File: config.mk
export PLATFORM = sky130hd
export DESIGN_NAME = fbc_cell
export DESIGN_NICKNAME = d
export VERILOG_FILES = /design/src/hdl/fbc_pkg.sv /design/src/hdl/fbc_cell.sv
export SDC_FILE = /design/constraint.sdc
export NUM_CORES = 2
export LEC_CHECK = 0
export BUFFER_PORTS_ARGS = -buffer_cell sky130_fd_sc_hd__buf_4
export CORE_ASPECT_RATIO = 1.4
export CORE_UTILIZATION = 45
export CTS_CLUSTER_DIAMETER = 200
export CTS_CLUSTER_SIZE = 40
export DETAILED_ROUTE_END_ITERATION = 10
export PLACE_DENSITY = 0.75
export SLEW_MARGIN = 0
export SYNTH_ARGS = -nofsm -noshare
export SYNTH_HDL_FRONTEND = slang
export SYNTH_SLANG_ARGS = --single-unit
export TNS_END_PERCENT = 20
File: constraint.sdc
create_clock -name clock -period 18.24 [get_ports clock]
set_input_delay 2.736 -clock clock [delete_from_list [all_inputs] [get_ports clock]]
set_output_delay 2.736 -clock clock [all_outputs]
set_load 0.02 [all_outputs]
File: src/hdl/fbc_pkg.sv
`default_nettype none

package fbc_pkg;

   localparam int KEY_W      = 64;
   localparam int HALF_W     = 32;
   localparam int ROUND_W    = 5;
   localparam int ROUND_CNT_W = 7;
   localparam int CSR_IDX_W  = 8;

   localparam logic [CSR_IDX_W-1:0] CSR_CIPHER_KEY  = 8'd0;
   localparam logic [CSR_IDX_W-1:0] CSR_ROUND_COUNT = 8'd1;

   localparam logic [ROUND_W-1:0] ROUND_COUNT_RESET = 5'd10;

   localparam int MIX_ROTL = 9;
   localparam int KEY_ROTR = 11;

   typedef struct packed {
      logic                   valid;
      logic [HALF_W-1:0]      left;
      logic [HALF_W-1:0]      right;
      logic [ROUND_CNT_W-1:0] rounds;
      logic                   decrypt;
   } fbc_beat_type;

   function automatic logic [KEY_W-1:0] rotr64(input logic [KEY_W-1:0] x,
                                               input logic [5:0] amt);
      logic [6:0] back;
      back = 7'd64 - {1'b0, amt};
      return (x >> amt) | (x << back);
   endfunction

endpackage

`default_nettype wire

File: src/hdl/fbc_cell.sv
`default_nettype none

module fbc_cell
   import fbc_pkg::*;
#(
   parameter int STAGE = 0
) (
   input  wire logic               clock,
   input  wire logic               reset,
   input  wire logic               advance,
   input  wire logic [KEY_W-1:0]   cipher_key,
   input  wire fbc_beat_type       beat_in,
   output fbc_beat_type            beat_out
);

   localparam logic [ROUND_CNT_W-1:0] STAGE_CNT = ROUND_CNT_W'(STAGE);

   fbc_beat_type           beat_ff;
   fbc_beat_type           beat_in_next;
   logic                   valid_ff;
   logic                   active;
   logic                   last;
   logic [ROUND_CNT_W-1:0] key_idx;
   logic [ROUND_CNT_W:0]   key_idx_ext;
   logic [ROUND_CNT_W+1:0] rot_sum;
   logic [KEY_W-1:0]       key_rot;
   logic [HALF_W-1:0]      round_key;
   logic [HALF_W-1:0]      mult_key;
   logic [HALF_W-1:0]      prod;
   logic [HALF_W-1:0]      mix_val;
   logic [HALF_W-1:0]      new_right;

   always_comb begin
      active      = beat_in.valid && (STAGE_CNT < beat_in.rounds);
      last        = (STAGE_CNT + ROUND_CNT_W'(1)) == beat_in.rounds;
      key_idx     = beat_in.decrypt ? (beat_in.rounds - ROUND_CNT_W'(1) - STAGE_CNT)
                                    : STAGE_CNT;
      key_idx_ext = {1'b0, key_idx};
      rot_sum     = {key_idx_ext, 1'b0} + {1'b0, key_idx_ext};
      key_rot     = rotr64(cipher_key, rot_sum[5:0]);
      round_key   = key_rot[HALF_W-1:0];
      mult_key    = {round_key[KEY_ROTR-1:0], round_key[HALF_W-1:KEY_ROTR]};
      prod        = mult_key * beat_in.left;
      mix_val     = {beat_in.left[HALF_W-1-MIX_ROTL:0],
                     beat_in.left[HALF_W-1:HALF_W-MIX_ROTL]} ^ ~prod;
      new_right   = beat_in.right ^ mix_val;

      beat_in_next = beat_in;
      if (active) begin
         if (last) begin
            beat_in_next.right = new_right;
         end else begin
            beat_in_next.left  = new_right;
            beat_in_next.right = beat_in.left;
         end
      end
   end

   always_ff @(posedge clock) begin
      if (reset) begin
         valid_ff <= 1'b0;
      end else if (advance) begin
         valid_ff <= beat_in.valid;
      end
   end

   always_ff @(posedge clock) begin
      if (advance) begin
         beat_ff <= beat_in_next;
      end
   end

   always_comb begin
      beat_out       = beat_ff;
      beat_out.valid = valid_ff;
   end

endmodule

`default_nettype wire
Yosys cells after proc, flatten, opt, wreduce, memory -nomap -nowiden
Index checks and enable logic that the tools add are counted.
Widths: inputs -> output; s select.
{"block": "word_totals", "reg_bits": 73, "wordCells": 22}
{"block": "op_classes", "n_addsub": 3, "multipliers": 1, "order_cmp": 1, "n_eq_ne": 1, "shift": 2, "mux": 4, "bitwise": 4, "n_reduce_logical": 1}
{"op": "$mux 32", "count": 2}
{"op": "$mux 64", "count": 1}
{"op": "$shl 64x7->32", "count": 1}
{"op": "$shr 64x6->32", "count": 1}
{"op": "$xor 32x32->32", "count": 2}
{"op": "$mul 32x32->32", "count": 1}
{"op": "$not 32->32", "count": 1}
{"op": "$or 32x32->32", "count": 1}
{"op": "$eq 1x7->1 const A", "count": 1}
{"op": "$lt 1x7->1 const A", "count": 1}
{"op": "$sub 7x6->7 const A", "count": 1}
{"op": "$add 6x6->6", "count": 1}
{"op": "$mux 6", "count": 1}
{"op": "$sub 6x1->6 const B", "count": 1}
{"op": "$logic_and 1x1->1", "count": 1}

Longest topological paths before layout
{"block": "depth", "depth_word": 12, "mapped_depth": 49, "depth_no_buf": 42}

Worst setup path before layout
No wires, ideal clock.
{"block": "synth_path", "path_kind": "in2reg", "start": "in beat_in[1] (netlist name)", "end": "reg beat_ff, in the netlist beat_out[39], data pin", "setup_time_ns": 0.256, "arrival_ns": 13.660, "path_slack_ns": 4.324, "stages": 45, "cell_sequence": "nand2b_4 buf_12 inv_8 buf_4 buf_2 buf_2 ha_1 inv_1 fa_1 clkbuf_1 inv_1 buf_2 buf_2 buf_2 buf_1 clkbuf_1 mux4_2 o2bb2ai_1 (+9 left out) inv_1 fa_1 inv_1 fa_1 fa_1 fa_1 fa_1 xnor2_1 xnor2_1 xnor2_1 xnor2_1 xnor2_1 xnor3_1 xnor3_2 xnor3_1 xor2_1 nor2_1 o21ai_1"}
{"element": "start: declaration", "line_no": "fbc_cell.sv:12", "source": "input wire fbc_beat_type beat_in,"}
{"element": "end signal: assignment", "line_no": "fbc_cell.sv:69", "source": "beat_ff <= beat_in_next;"}
{"element": "end: declaration", "line_no": "fbc_cell.sv:18", "source": "fbc_beat_type beat_ff;"}

==> results.json <==
{
  "routedWlPerCell_um": 23.4,
  "drtIter0Drc": 2065,
  "clk_latency_ns": 0.35,
  "synth_seq_cells": 73,
  "status": "complete, no violations",
  "viasPerCell": 6.03,
  "regArea_mm2": 0.00218,
  "port-buffer-count": 212,
  "ys_seq_area_frac": 0.0816,
  "clock.fmax_ghz": 0.0666,
  "path_clk_slew_ns": 0.06,
  "nNetsFinal": 3596,
  "clk_path_buf_depth": 2,
  "die_h_um": 290,
  "vias": 22160,
  "slew_headroom": 0.227,
  "rsz0062_at_grt": "no",
  "dpl.hpwl_um": 65700,
  "totalWireLength_um": 86100,
  "io_pins": 213,
  "synth_area_mm2": 0.0267,
  "synth_edf_count": 72,
  "startpoint": "beat_in[1]",
  "syn-num-nets": 3527,
  "crit_slowest_cell": "a21oi_1",
  "cts_made_buffers": 9,
  "cts_setup_buffers": 0,
  "ys.flop_type": "edfxtp_1",
  "h-tree-depth": 3,
  "finalCritPeriodShare": 0.823,
  "r2r_start": "valid_ff$_SDFFE_PP0P_",
  "grt_pass1_wl_um": 134000,
  "start_util": 0.455,
  "cts_root_buffer": "clkbuf_16",
  "synthTopCellsByCount": "448 x inv_1, 409 x fa_1, 272 x nand2_1",
  "core-area_mm2": 0.0587,
  "grt_usage": 0.288,
  "ctsResizeCount": 0,
  "cts_hold_buf": 0,
  "synth-async-reset-ratio": 0,
  "drtPass1Iterations": 9,
  "critPathMaxFanout": 51,
  "max_cap_viol_count": 0,
  "drc": 0,
  "yosysMostFrequentCell": "inv_1",
  "avgSynthCellArea_um2": 9.39,
  "synthToLayoutAreaGrowth_pct": 8.93,
  "gp_congestion": 0.990,
  "crit_path_max_incr_delay_ns": 0.72,
  "design.die.area_mm2": 0.0604,
  "path_class": "input pin to register",
  "synth_top_cell_by_area": "fa_1",
  "start_kind": "input pin",
  "hold_path_class": "register to register",
  "drive_gt1_frac": 0.149,
  "finClkSkew_ns": 0,
  "grt_max_degree": 74,
  "setup_viol": 0,
  "cts_tree": "done",
  "fillCellCount": 5381,
  "min_from": "valid_ff$_SDFFE_PP0P_",
  "cp.arrival_ns": 15.08,
  "cts_sinks": 73,
  "synth_top_area_share": 0.306,
  "finalHoldViolations": 0,
  "worstMarginPinSlew_ns": 1.13,
  "required_ns": 18.30,
  "grt_antenna_before_repair": 1,
  "grt_pass1_vias": 23324,
  "ant_nets": 0,
  "overflow": 0,
  "slew_violations": 0,
  "yosysWarnings": 0,
  "rows": 105,
  "crit_top_cell": "inv_1",
  "synthTopCellsByArea": "fa_1 31%, mux4_2 9.5%, edfxtp_1 8.1%, inv_1 6.3%, ha_1 6.1%",
  "syn-instance-count": 2848,
  "multi_input_area_mm2": 0.0221,
  "period_minus_slack_ns": 15.02,
  "synth_cell_type_count": 92,
  "endpoint_kind": "register",
  "finalSetupTns_ns": 0,
  "die_w_um": 208
}
==> through the flow <==
step | instance area [um^2] | cells | hold slack (ns) | utilization | setup slack, ns
floorplan | 26700 | 2848 | 0.462 | - | 4.32
global placement | 28800 | 3655 | 0.476 | 0.490 | 3.51
detailed placement | 28800 | 3655 | 0.539 | 0.490 | 3.42
CTS | 29100 | 3671 | 0.556 | 0.496 | 3.68
global route | 29100 | 3671 | 0.582 | 0.496 | 2.63
finish | 29100 | 3672 | 0.538 | 0.496 | 3.22
==> flip-flops by register name, summed over array words and instances (netlist names) <==
register  flops
valid_ff      1
beat_out     72
==> critical path, delay by kind of cell <==
kind	cells	cell delay, ns
xor gates and xnor gates	2	0.39
AOI/OAI and AO/OA	12	4.46
adders and majority gates	11	4.68
and+or+nand+nor	2	0.54
muxes	1	0.10
buffers and inverters	12	2.11
==> final timing paths <==
| kind | to | slack [ns] | cells past startpoint |
|---|---|---|---|
| worst max-delay path | beat_out[70]$_DFFE_PP_ | 3.22 | 40 |
| worst min-delay path | valid_ff$_SDFFE_PP0P_ | 0.54 | 2 |
| worst max register to register | valid_ff$_SDFFE_PP0P_ | 17.63 | 2 |
| worst min register to register | valid_ff$_SDFFE_PP0P_ | 0.54 | 2 |
==> area by class of cell <==
class | count | share of cell area
Multi-Input combinational cell | 2128 | 0.758
Sequential cell | 73 | 0.0749
Timing Repair Buffer | 250 | 0.0644
Inverter | 455 | 0.0589
Tap cell | 749 | 0.0322
Clock buffer | 11 | 0.00868
Clock inverter | 5 | 0.00296
Antenna cell | 1 | 0.0000859
==> cell families (layout without fill, tap and decap cells) <==
group                      after synthesis  in the layout  synth area share
DFF                                     73             73            0.0816
AOI/OAI and AO/OA                      361            361            0.0903
muxes                                  251            251             0.149
and+or+nand+nor                        825            825             0.159
other                                    0              1                 0
buffers and inverters                  647            721            0.0975
xor gates and xnor gates               152            152            0.0559
adders and majority gates              539            539             0.367
==> placed cells by master, fill, tap and decap left out, types with 7 or more instances in the layout <==
master / instances
xor2_1: 37
a211oi_1: 12
o221ai_1: 7
mux4_2: 113
and2_1: 200
nor3_1: 21
a31oi_1: 11
xnor2_1: 99
o211ai_1: 10
a22oi_1: 19
nand2b_1: 77
mux2_2: 11
o21ai_0: 86
edfxtp_1: 72
a2111oi_0: 7
buf_4: 250
a21oi_1: 78
inv_1: 447
xnor3_1: 9
nand3_1: 31
fa_1: 408
or3_1: 7
ha_1: 129
clkbuf_16: 9
a21o_1: 29
nand2_1: 271
a311oi_1: 8
and3_1: 12
nor2b_1: 98
mux2i_1: 121
nor2_1: 80
o22ai_1: 10
==> metal layers <==
metal	GRT usage	share of wire
met5	0	0
met4	0.219	0.090
met3	0.0385	0.077
met2	0.503	0.50
met1	0.318	0.33
Power is not shown: default switching activity piles up to over one toggle a cycle in this logic, so the estimate is an artifact.
